`src/design/ipat_pkg.sv`:
```
`timescale 1ns / 1ps
package ipat_pkg;

  localparam int unsigned GroupCount = 8;
  localparam int unsigned GidxW      = $clog2(GroupCount);
  localparam int unsigned GroupW     = 16;
  localparam int unsigned NibW       = 4;
  localparam int unsigned HexLetBase = 10;
  localparam int unsigned BankCount  = 2;
  localparam int unsigned BankW      = $clog2(BankCount);
  localparam int unsigned AddrW      = BankW + GidxW;
  localparam int unsigned Depth      = BankCount * GroupCount;

  localparam logic [7:0]       CharColon = 8'h3A;
  localparam logic [7:0]       CharZero  = 8'h30;
  localparam logic [7:0]       CharNine  = 8'h39;
  localparam logic [7:0]       CharLowA  = 8'h61;
  localparam logic [7:0]       CharLowF  = 8'h66;
  localparam logic [7:0]       CharUpA   = 8'h41;
  localparam logic [7:0]       CharUpF   = 8'h46;
  localparam logic [GidxW-1:0] GidxMax   = GidxW'(GroupCount - 1);

  typedef struct packed {
    logic            ok;
    logic [NibW-1:0] val;
  } digit_t;

  // Finished string handed from the parser to the drain side.
  typedef struct packed {
    logic             valid;
    logic [BankW-1:0] bank;
    logic [GidxW-1:0] cur;
    logic [GidxW-1:0] ca;
    logic             seen;
  } job_t;

  typedef struct packed {
    logic              en;
    logic [AddrW-1:0]  addr;
    logic [GroupW-1:0] data;
  } ram_wr_t;

  typedef struct packed {
    logic             en;
    logic [BankW-1:0] bank;
  } bank_clr_t;

  // Decode one character into a hex nibble.
  function automatic digit_t hex_digit(input logic [7:0] ch);
    digit_t d;
    logic [7:0] off;
    d   = '0;
    off = '0;
    if (ch >= CharZero && ch <= CharNine) begin
      off   = ch - CharZero;
      d.ok  = 1'b1;
      d.val = off[NibW-1:0];
    end else if (ch >= CharLowA && ch <= CharLowF) begin
      off   = ch - CharLowA + 8'(HexLetBase);
      d.ok  = 1'b1;
      d.val = off[NibW-1:0];
    end else if (ch >= CharUpA && ch <= CharUpF) begin
      off   = ch - CharUpA + 8'(HexLetBase);
      d.ok  = 1'b1;
      d.val = off[NibW-1:0];
    end
    return d;
  endfunction

endpackage

```
`src/design/ipat_group_ram.sv`:
```
`timescale 1ns / 1ps
module ipat_group_ram
  import ipat_pkg::*;
(
  input  logic              clk_i,
  input  logic              rst_ni,
  input  ram_wr_t           wr_i,
  input  bank_clr_t         clr_i,
  input  logic [AddrW-1:0]  rd_a_addr_i,
  output logic [GroupW-1:0] rd_a_data_o,
  input  logic [AddrW-1:0]  rd_b_addr_i,
  output logic [GroupW-1:0] rd_b_data_o
);

  logic [GroupW-1:0] mem [Depth];
  logic [Depth-1:0]  vld_q;
  logic [GroupW-1:0] rd_a_q;
  logic [GroupW-1:0] rd_b_q;

  // Write the group storage
  always_ff @(posedge clk_i) begin
    if (wr_i.en) begin
      mem[wr_i.addr] <= wr_i.data;
    end
  end

  // Track written entries; an unwritten entry reads as zero
  always_ff @(posedge clk_i or negedge rst_ni) begin
    if (!rst_ni) begin
      vld_q <= '0;
    end else begin
      if (clr_i.en) begin
        for (int unsigned i = 0; i < GroupCount; i++) begin
          vld_q[{clr_i.bank, GidxW'(i)}] <= 1'b0;
        end
      end
      if (wr_i.en) begin
        vld_q[wr_i.addr] <= 1'b1;
      end
    end
  end

  // Register both read ports
  always_ff @(posedge clk_i) begin
    rd_a_q <= vld_q[rd_a_addr_i] ? mem[rd_a_addr_i] : '0;
    rd_b_q <= vld_q[rd_b_addr_i] ? mem[rd_b_addr_i] : '0;
  end

  assign rd_a_data_o = rd_a_q;
  assign rd_b_data_o = rd_b_q;

endmodule

```
`src/design/ipat_char_parser.sv`:
```
`timescale 1ns / 1ps
module ipat_char_parser
  import ipat_pkg::*;
(
  input  logic                 clk_i,
  input  logic                 rst_ni,
  input  logic                 in_valid_i,
  output logic                 in_ready_o,
  input  logic [7:0]           char_code_i,
  input  logic                 is_last_i,
  input  logic [BankCount-1:0] bank_busy_i,
  output logic [AddrW-1:0]     rd_addr_o,
  input  logic [GroupW-1:0]    rd_data_i,
  output ram_wr_t              wr_o,
  output job_t                 job_o
);

  logic             accept;
  digit_t           dig;
  logic             is_colon;

  logic [BankW-1:0] bank_q, bank_d;
  logic [GidxW-1:0] cur_q, cur_d;
  logic [GidxW-1:0] ca_q, ca_d;
  logic             seen_q, seen_d;
  logic             prev_q, prev_d;
  logic             start_q, start_d;

  logic             s1_valid_q;
  logic [AddrW-1:0] s1_addr_q;
  logic [NibW-1:0]  s1_nib_q;
  job_t             job_q, job_d;

  logic              fwd_valid_q;
  logic [AddrW-1:0]  fwd_addr_q;
  logic [GroupW-1:0] fwd_data_q;
  logic [GroupW-1:0] old_val;

  assign in_ready_o = !bank_busy_i[bank_q];
  assign accept     = in_valid_i & in_ready_o;
  assign dig        = hex_digit(char_code_i);
  assign is_colon   = (char_code_i == CharColon);
  assign rd_addr_o  = {bank_q, cur_q};

  // Update the per-string parse state and build the job on the last character
  always_comb begin
    bank_d  = bank_q;
    cur_d   = cur_q;
    ca_d    = ca_q;
    seen_d  = seen_q;
    prev_d  = prev_q;
    start_d = start_q;
    job_d   = '0;
    if (accept) begin
      if (is_colon) begin
        if (prev_q) begin
          ca_d   = cur_q;
          seen_d = 1'b1;
        end else if (!start_q && cur_q != GidxMax) begin
          cur_d = cur_q + GidxW'(1);
        end
        prev_d = 1'b1;
      end else begin
        prev_d = 1'b0;
      end
      start_d = 1'b0;
      if (is_last_i) begin
        job_d.valid = 1'b1;
        job_d.bank  = bank_q;
        job_d.cur   = cur_d;
        job_d.ca    = ca_d;
        job_d.seen  = seen_d;
        bank_d      = bank_q + BankW'(1);
        cur_d       = '0;
        ca_d        = '0;
        seen_d      = 1'b0;
        prev_d      = 1'b0;
        start_d     = 1'b1;
      end
    end
  end

  always_ff @(posedge clk_i or negedge rst_ni) begin
    if (!rst_ni) begin
      bank_q      <= '0;
      cur_q       <= '0;
      ca_q        <= '0;
      seen_q      <= 1'b0;
      prev_q      <= 1'b0;
      start_q     <= 1'b1;
      s1_valid_q  <= 1'b0;
      job_q       <= '0;
      fwd_valid_q <= 1'b0;
    end else begin
      bank_q      <= bank_d;
      cur_q       <= cur_d;
      ca_q        <= ca_d;
      seen_q      <= seen_d;
      prev_q      <= prev_d;
      start_q     <= start_d;
      s1_valid_q  <= accept & dig.ok;
      job_q       <= job_d;
      fwd_valid_q <= wr_o.en;
    end
  end

  // Hold the digit until the group read returns
  always_ff @(posedge clk_i) begin
    s1_addr_q  <= rd_addr_o;
    s1_nib_q   <= dig.val;
    fwd_addr_q <= wr_o.addr;
    fwd_data_q <= wr_o.data;
  end

  // Forward a write from the previous cycle to the same group
  assign old_val = (fwd_valid_q && fwd_addr_q == s1_addr_q) ? fwd_data_q : rd_data_i;

  // Shift the nibble in and write the group back
  assign wr_o.en   = s1_valid_q;
  assign wr_o.addr = s1_addr_q;
  assign wr_o.data = {old_val[GroupW-NibW-1:0], s1_nib_q};

  assign job_o = job_q;

endmodule

```
`src/design/ipat_group_drain.sv`:
```
`timescale 1ns / 1ps
module ipat_group_drain
  import ipat_pkg::*;
(
  input  logic                 clk_i,
  input  logic                 rst_ni,
  input  job_t                 job_i,
  output logic [BankCount-1:0] bank_busy_o,
  output logic [AddrW-1:0]     rd_addr_o,
  input  logic [GroupW-1:0]    rd_data_i,
  output bank_clr_t            clr_o,
  output logic                 out_valid_o,
  input  logic                 out_ready_i,
  output logic [GidxW-1:0]     group_index_o,
  output logic [GroupW-1:0]    group_value_o,
  output logic                 last_group_o
);

  localparam int unsigned FifoDepth = 2;
  localparam int unsigned PtrW      = $clog2(FifoDepth);
  localparam int unsigned CntW      = $clog2(FifoDepth + 1);

  logic [BankCount-1:0] busy_q;
  job_t                 meta_q [BankCount];
  logic [BankW-1:0]     dbank_q;
  logic [GidxW-1:0]     k_q;

  logic                 infl_q;
  logic [GidxW-1:0]     s_k_q;
  logic                 s_zero_q;

  logic [GidxW-1:0]     fifo_idx [FifoDepth];
  logic [GroupW-1:0]    fifo_val [FifoDepth];
  logic [PtrW-1:0]      wptr_q;
  logic [PtrW-1:0]      rptr_q;
  logic [CntW-1:0]      cnt_q;

  job_t                 meta;
  logic [GidxW-1:0]     zfill;
  logic [GidxW:0]       zend;
  logic                 in_zero;
  logic [GidxW-1:0]     src;
  logic                 pop;
  logic                 push;
  logic [CntW:0]        occ;
  logic                 issue;
  logic                 k_end;

  // Map the output group to its source group
  assign meta  = meta_q[dbank_q];
  assign zfill = GidxMax - meta.cur;
  assign zend  = {1'b0, meta.ca} + {1'b0, zfill};
  always_comb begin
    in_zero = 1'b0;
    src     = k_q;
    if (meta.seen && k_q >= meta.ca) begin
      if ({1'b0, k_q} < zend) begin
        in_zero = 1'b1;
      end else begin
        src = k_q - zfill;
      end
    end
  end

  // Issue a read only when the output buffer has room for it
  assign pop   = out_valid_o & out_ready_i;
  assign push  = infl_q;
  assign occ   = (CntW + 1)'(cnt_q) + (CntW + 1)'(infl_q) - (CntW + 1)'(pop);
  assign issue = busy_q[dbank_q] && (occ < (CntW + 1)'(FifoDepth));
  assign k_end = (k_q == GidxMax);

  assign rd_addr_o   = {dbank_q, src};
  assign clr_o.en    = issue & k_end;
  assign clr_o.bank  = dbank_q;
  assign bank_busy_o = busy_q;

  always_ff @(posedge clk_i or negedge rst_ni) begin
    if (!rst_ni) begin
      busy_q  <= '0;
      dbank_q <= '0;
      k_q     <= '0;
      infl_q  <= 1'b0;
      wptr_q  <= '0;
      rptr_q  <= '0;
      cnt_q   <= '0;
    end else begin
      // Take a finished string from the parser
      if (job_i.valid) begin
        busy_q[job_i.bank] <= 1'b1;
      end
      // Advance the group counter; release the bank after its last group
      if (issue) begin
        k_q <= k_q + GidxW'(1);
        if (k_end) begin
          busy_q[dbank_q] <= 1'b0;
          dbank_q         <= dbank_q + BankW'(1);
        end
      end
      infl_q <= issue;
      if (push) begin
        wptr_q <= wptr_q + PtrW'(1);
      end
      if (pop) begin
        rptr_q <= rptr_q + PtrW'(1);
      end
      cnt_q <= cnt_q + CntW'(push) - CntW'(pop);
    end
  end

  // Hold the string parameters and the in-flight read tags
  always_ff @(posedge clk_i) begin
    if (job_i.valid) begin
      meta_q[job_i.bank] <= job_i;
    end
    s_k_q    <= k_q;
    s_zero_q <= in_zero;
    if (push) begin
      fifo_idx[wptr_q] <= s_k_q;
      fifo_val[wptr_q] <= s_zero_q ? '0 : rd_data_i;
    end
  end

  assign out_valid_o   = (cnt_q != '0);
  assign group_index_o = fifo_idx[rptr_q];
  assign group_value_o = fifo_val[rptr_q];
  assign last_group_o  = (fifo_idx[rptr_q] == GidxMax);

endmodule

```
`src/design/ipv6_text_address_parser.sv`:
```
// Output: the job of an address is registered once its last character is taken; its groups
// are read into an output buffer and leave one group per cycle while the output is ready.
// Throughput: one character per cycle; each address yields eight output groups, drained from a
// two-bank group memory, so input stalls only when both banks wait to be drained.
// Reset: asynchronous, active low; clears parse state, bank flags and entry valid bits.
`timescale 1ns / 1ps
module ipv6_text_address_parser
  import ipat_pkg::*;
(
  input  logic              clk_i,
  input  logic              rst_ni,
  input  logic              in_valid_i,
  output logic              in_ready_o,
  input  logic [7:0]        char_code_i,
  input  logic              is_last_i,
  output logic              out_valid_o,
  input  logic              out_ready_i,
  output logic [GidxW-1:0]  group_index_o,
  output logic [GroupW-1:0] group_value_o,
  output logic              last_group_o
);

  logic [BankCount-1:0] bank_busy;
  logic [AddrW-1:0]     rd_a_addr;
  logic [GroupW-1:0]    rd_a_data;
  logic [AddrW-1:0]     rd_b_addr;
  logic [GroupW-1:0]    rd_b_data;
  ram_wr_t              wr;
  bank_clr_t            clr;
  job_t                 job;

  ipat_group_ram u_ram (
    .clk_i       (clk_i),
    .rst_ni      (rst_ni),
    .wr_i        (wr),
    .clr_i       (clr),
    .rd_a_addr_i (rd_a_addr),
    .rd_a_data_o (rd_a_data),
    .rd_b_addr_i (rd_b_addr),
    .rd_b_data_o (rd_b_data)
  );

  ipat_char_parser u_parser (
    .clk_i       (clk_i),
    .rst_ni      (rst_ni),
    .in_valid_i  (in_valid_i),
    .in_ready_o  (in_ready_o),
    .char_code_i (char_code_i),
    .is_last_i   (is_last_i),
    .bank_busy_i (bank_busy),
    .rd_addr_o   (rd_a_addr),
    .rd_data_i   (rd_a_data),
    .wr_o        (wr),
    .job_o       (job)
  );

  ipat_group_drain u_drain (
    .clk_i         (clk_i),
    .rst_ni        (rst_ni),
    .job_i         (job),
    .bank_busy_o   (bank_busy),
    .rd_addr_o     (rd_b_addr),
    .rd_data_i     (rd_b_data),
    .clr_o         (clr),
    .out_valid_o   (out_valid_o),
    .out_ready_i   (out_ready_i),
    .group_index_o (group_index_o),
    .group_value_o (group_value_o),
    .last_group_o  (last_group_o)
  );

endmodule

```
`config.mk`:
```
export PLATFORM = sky130hd
export DESIGN_NAME = ipv6_text_address_parser
export DESIGN_NICKNAME = d
export VERILOG_FILES = /design/src/design/ipat_pkg.sv /design/src/design/ipat_group_ram.sv /design/src/design/ipat_char_parser.sv /design/src/design/ipat_group_drain.sv /design/src/design/ipv6_text_address_parser.sv
export SDC_FILE = /design/constraint.sdc
export NUM_CORES = 1
export LEC_CHECK = 0
export ABC_AREA = 1
export CAP_MARGIN = 10
export CORE_MARGIN = 4
export CORE_UTILIZATION = 35
export CTS_CLUSTER_DIAMETER = 50
export DETAILED_ROUTE_END_ITERATION = 10
export DONT_BUFFER_PORTS = 1
export HOLD_SLACK_MARGIN = 0.06
export PLACE_DENSITY_LB_ADDON = 0.08
export RECOVER_POWER = 25
export SLEW_MARGIN = 30
export SYNTH_ARGS = -nofsm -noshare
export SYNTH_HDL_FRONTEND = slang
export SYNTH_HIERARCHICAL = 1
export SYNTH_SLANG_ARGS = --single-unit
```
`constraint.sdc`:
```
create_clock -name clk_i -period 5.4 [get_ports clk_i]
set_input_delay 0.27 -clock clk_i [delete_from_list [all_inputs] [get_ports clk_i]]
set_output_delay 0.27 -clock clk_i [all_outputs]
set_load 0.02 [all_outputs]
```
# ---- After elaboration in Yosys (flattened, before gate mapping)
# Memory sizes are Yosys's and may differ from the RTL's. A register that Yosys moved wholly into a read port is not among the register bits.
# Index checks and enable logic that the tools add are counted.
# W data, S select, Z words.
dict set report totals {
  ff_bits 76
  latch_bits 0
  ram_bits 312
  rom_bits 0
  inputBits 13
  output_inout_bits 22
  wordCells 201
  n_memories 4
}
# name words word_bits read_ports rd_clocked_by_memory_dff write_ports line_no
set memory_table {}
lappend memory_table {u_ram.mem 16 16 2 2 1 ipat_group_ram.sv:15} ;# logic [GroupW-1:0] mem [Depth];
lappend memory_table {u_drain.fifo_val 2 16 1 0 1 ipat_group_drain.sv:33} ;# logic [GroupW-1:0] fifo_val [FifoDepth];
lappend memory_table {u_drain.meta_q 2 9 1 0 1 ipat_group_drain.sv:24} ;# job_t meta_q [BankCount];
lappend memory_table {u_drain.fifo_idx 2 3 1 0 1 ipat_group_drain.sv:32} ;# logic [GidxW-1:0] fifo_idx [FifoDepth];
dict set report classes {
  n_addsub 18
  mul 0
  div 0
  magnitude_cmp 34
  n_eq_ne 5
  shift 0
  mux 64
  bitwise 24
  reduce_logical 25
}
# operator n
set ops {}
lappend ops {{$and A16 B16 Y16} 8}
lappend ops {{$lt A4 B5 Y1 const B} 11}
lappend ops {{$mux W16} 3}
lappend ops {{$ge A4 B1 Y1 const B} 9}
lappend ops {{$mux W1} 30}
lappend ops {{$mux W3} 9}
lappend ops {{$logic_and A1 B1 Y1} 18}
lappend ops {{$mux W9} 2}
lappend ops {{$ge A8 B7 Y1 const B} 2}
lappend ops {{$le A8 B7 Y1 const B} 2}
lappend ops {{$not A10 Y16} 1}
lappend ops {{$not A11 Y16} 1}
lappend ops {{$not A12 Y16} 1}
lappend ops {{$not A13 Y16} 1}
lappend ops {{$not A14 Y16} 1}
lappend ops {{$not A15 Y16} 1}
lappend ops {{$not A16 Y16} 1}
lappend ops {{$not A9 Y16} 1}
lappend ops {{$or A16 B16 Y16} 1}
lappend ops {{$mux W5} 3}
lappend ops {{$mux W12} 1}
lappend ops {{$sub A4 B1 Y4 const B} 3}
lappend ops {{$demux W1 S1} 10}
lappend ops {{$add A4 B4 Y4 const B} 2}
lappend ops {{other kinds (30)} 48}

# ---- Depth between registers and ports, before layout
dict set report logic_depth {
  ltp_word 16
  mapped_depth 24
  depth_no_buf 22
}

# ---- Cells and area by module
# The synthesis kept the hierarchy.
# module instances cells_each area_per_inst_um2 seq_area_each_um2
set modules_own_cells {}
lappend modules_own_cells {ipat_group_ram 1 1880 15681.3 8728.4}
lappend modules_own_cells {ipat_group_drain 1 287 3047.9 1916.8}
lappend modules_own_cells {ipat_char_parser 1 226 1924.3 1007.2}

# ---- Least setup slack after synthesis
# OpenSTA, ideal clock, no wires.
dict set report synth_path {
  path_kind {reg-to-reg}
  from {register u_drain.dbank_q}
  to {register u_ram.rd_b_q[0] (netlist: u_ram/rd_b_data_o[0]) (read register of u_ram.mem)}
  setup_time_ns 0.109
  t_arrival_ns 3.058
  t_required_ns 5.291
  slack_ns 2.233
  path_stages_with_launch 24
  n_path_buf 3
  period_less_slack_ns 3.167
  cell_sequence {dfrtp_1 > buf_6 > mux2i_1 > ha_1 > inv_1 > fa_1 > ha_1 > nand2_1 > nand2_1 > nand3_1 > nand2_1 > nand2_1 > nand2_1 > nand2_1 > inv_2 > buf_4 > buf_2 > nand2_1 > nand3_1 > nand3_1 > nand3_1 > nand2_1 > nand2_1 > inv_1}
}
dict set report synth_via {
  elab_chain_cells 9
  elab_cells_between_ends 12
  classes_between {3 x add/sub; 2 x order compare; 4 x mux; 2 x reduce/logical; 1 x memory}
}
# element line_no
set synth_lines {}
lappend synth_lines {{from (decl)} ipat_group_drain.sv:25} ;# logic [BankW-1:0] dbank_q;
lappend synth_lines {{from (signal assigned)} ipat_group_drain.sv:96} ;# dbank_q <= dbank_q + BankW'(1);
lappend synth_lines {{$mem_v2 Z2 W9 (*)} -}
lappend synth_lines {{$sub A3 B3 Y3} ipat_group_drain.sv:51} ;# assign zfill = GidxMax - meta.cur;
lappend synth_lines {{$add A3 B3 Y4} ipat_group_drain.sv:52} ;# assign zend = {1'b0, meta.ca} + {1'b0, zfill};
lappend synth_lines {{$lt A3 B4 Y1} ipat_group_drain.sv:57} ;# if ({1'b0, k_q} < zend) begin
lappend synth_lines {{$mux W3} ipat_group_drain.sv:57}
lappend synth_lines {{$mux W3 (*)} ipat_group_drain.sv:56} ;# if (meta.seen && k_q >= meta.ca) begin
lappend synth_lines {{net rd_b_addr[0]} ipv6_text_address_parser.sv:26} ;# logic [AddrW-1:0] rd_b_addr;
lappend synth_lines {{$bmux W1 S4} ipat_group_ram.sv:46} ;# rd_b_q <= vld_q[rd_b_addr_i] ? mem[rd_b_addr_i] : '0;
lappend synth_lines {{$mux W1 (implied by the code)} ipat_group_ram.sv:46}
lappend synth_lines {{$logic_not A1 Y1 (no line)} -}
lappend synth_lines {{to (decl)} ipat_group_ram.sv:18} ;# logic [GroupW-1:0] rd_b_q;
# Mark *: on every way through the listed nets, which the timed path passes. The rest lies on a longest branch. The select of a mux whose other input is x is not followed.
# A chain may end at the register's enable or synchronous reset.

# ---- Final worst setup path
dict set report layout_path {
  from {register u_parser.cur_q[0]}
  to {register u_ram.rd_a_q[11] (netlist: u_ram/rd_a_data_o[11]) (read register of u_ram.mem)}
}
dict set report layout_via {
  elab_chain_cells 3
}
# element line_no
set layout_lines {}
lappend layout_lines {{from (decl)} ipat_char_parser.sv:23} ;# logic [GidxW-1:0] cur_q, cur_d;
lappend layout_lines {{from (signal assigned)} ipat_char_parser.sv:96} ;# cur_q <= cur_d;
lappend layout_lines {{$bmux W1 S4} ipat_group_ram.sv:45} ;# rd_a_q <= vld_q[rd_a_addr_i] ? mem[rd_a_addr_i] : '0;
lappend layout_lines {{$mux W1 (implied by the code)} ipat_group_ram.sv:45}
lappend layout_lines {{$logic_not A1 Y1 (no line)} -}
lappend layout_lines {{to (decl)} ipat_group_ram.sv:17} ;# logic [GroupW-1:0] rd_a_q;
# Parallel ways exist; a longest one is shown, timed or not. The select of a mux whose other input is x is not followed.

==> flow_summary.yaml <==
cts:
  cts_setup_buffers: 0
  clk_pin_slew_ns: 0.06
  cts_sinks: 412
  cts_tree: "yes"
  cts_htree_levels: 2
  cts-root-buf: "clkbuf_16"
  clock_latency_ns: 0.60
  cts_resized: 0
  hold_buffers: 16
  cts_max_path_buffers: 3
  numCtsBuffers: 53
worst_setup_path:
  critical_path.startpoint_type: "flip-flop"
  crit_slowest_cell: "dfrtp_1"
  worst-path-buf-inv: 3
  timing.critical_path.cells: "clkinv_2 > buf_4 > nand2_1 > nand3_1 > nand3_1 > nand3_1 > nand2_1 > nand2_1 > inv_1"
  arrival_ns: 5.18
  critPathMaxFanout: 64
  critPathMaxStageDelay_ns: 1.75
  crit_family: "buffers and inverters"
  endpoint_kind: "flip-flop"
  critPathRequiredTime_ns: 5.93
  critPathKind: "flip-flop to flip-flop"
die:
  dieArea_um2: 61060
  start_util_pct: 35.42
  die_x_um: 247.1
  core_area_um2: 56500
  die_h_um: 247.1
  io_pins: 35
  rows: 87
final_layout:
  mostFrequentLayoutCells: "nand2_1, nand3_1, inv_1"
  nNetsFinal: 2276
  synthToLayoutAreaGrowth_pct: 11.85
  antenna_cells: 0
  regArea_um2: 11570
  instances_no_fill: 3041
  nFillCells: 5639
  layout-drive-gt1-share_pct: 7.615
  layout_commonest_cell: "nand2_1"
  final_area_um2: 22380
  utilization_pct: 39.61
  multi_input_area_um2: 6125
timing:
  skew_ns: 0.02464
  fmax_mhz: 215.1
  rsz0062_at_grt: "no"
  report.final.slew_viol_count: 136
  fin_crit_ns: 4.649
  setup_tns_ns: 0
  post-route-period-util_pct: 86.10
  fin_ws_ns: 0.7505
  tightest_slew_ns: 2.701
  hold_viol_final: 0
  finalHoldWorstSlack_ns: 0.08772
  slew_headroom_pct: -80.07
  finalSetupViolCount: 0
synth:
  syn-num-nets: 2293
  synth_area_per_cell_um2: 8.865
  syn_area_um2: 20010
  synth_cells: 2257
  yosysWarnings: 6
power_and_ir_drop:
  p_total_mw: 12.30
  swShare_pct: 39.55
  p_int_mw: 7.438
  pwr-share-comb_pct: 36.0
  powerDensity_nw_per_um2: 549.7
  vdd_drop_max_uv: 342.4
  pwr-share-seq_pct: 34.3
  p_leak_nw: 10.16
  power_switching_mw: 4.865
  pwr-share-clk_pct: 29.6
grt:
  grtUsageTotal_pct: 19.74
  grt_pass1_vias: 14720
  grt_max_degree: 77
  grt_pass1_wl_mm: 90.91
  grt_overflow: 0
  antenna_found_initial: 0
worst_hold_path:
  worstHoldPathType: "input pin to flip-flop"
detailed_routing:
  routed_via_density: 4.874
  dr_total_vias: 14820
  ant_nets: 0
  drt_iter0_drc: 1198
  wl_per_cell_um: 19.68
  wirelength_mm: 59.84
  drc: 0
  drt_first_pass_iters: 7
outcome:
  status: "finished with violations"
  violations: "max-capacitance violations, max-slew violations"
placement:
  place.gp.congestion: 0.7856
  io_buffers: 0
  place_area_um2: 20390
  dpl_worst_slack_ns: 0.9589
  dp_cells: 2925
  hpwl_mm: 33.68
run:
  drv_cap: 4
-- sequential cells by signal, indices dropped and copies added (netlist names), 9 cells and up --
name	count
u_parser/fwd_data_q	12
u_parser/job_o	9
u_drain/meta_q	14
u_drain/fifo_val	32
u_ram/rd_a_data_o	12
u_ram/vld_q	16
u_ram/mem	256
u_ram/rd_b_data_o	16
-- final cells by class --
type                    instances  area share, %
repair buffers                 52          1.901
flip-flops and latches        412          51.72
clock buffers                  75          6.978
inverters                     387          6.519
multi-input cells            1334          27.37
well taps                     756          4.227
clock inverters                25          1.292
-- worst min-delay path: stages --
cell and delay (ns):
ha_1 0.15, nand3_1 0.08, nand2_1 0.06, nor2_1 0.06
-- worst paths after layout --
path	start	to	slack [ns]	depth (start not counted)
max	u_parser/cur_q[0]	u_ram/rd_a_data_o[11]	0.75	9
min	char_code_i[1]	u_parser/s1_nib_q[2]	0.09	4
max reg2reg	u_parser/cur_q[0]	u_ram/rd_a_data_o[11]	0.75	9
min reg2reg	u_parser/s1_addr_q[2]	u_parser/fwd_addr_q[2]	0.42	0
max in group asynchronous	rst_ni	u_parser/cur_q[1]	2.55	2
min in group asynchronous	rst_ni	u_drain/bank_busy_o[0]	1.13	2
-- power by group through the flow --
| stage | Sequential [mW] | Clock (mW) | Combinational (mW) |
|---|---|---|---|
| floorplan | 4.17 | 0 | 3.28 |
| global placement | 4.29 | 0 | 4.44 |
| detailed placement | 4.29 | 0 | 4.45 |
| CTS | 4.22 | 3.74 | 4.49 |
| global route | 4.26 | 3.87 | 4.94 |
| finish | 4.22 | 3.65 | 4.43 |
-- per-layer routing --
metal | wire [um] | GRT usage (%) | part of all wire (%)
met5 | 0 | 0 | 0
met4 | 1686 | 6.458 | 2.8
met3 | 3301 | 2.646 | 5.5
met2 | 27840 | 32.82 | 47
met1 | 27010 | 26.74 | 45
Power figures use the tool's default switching activity.
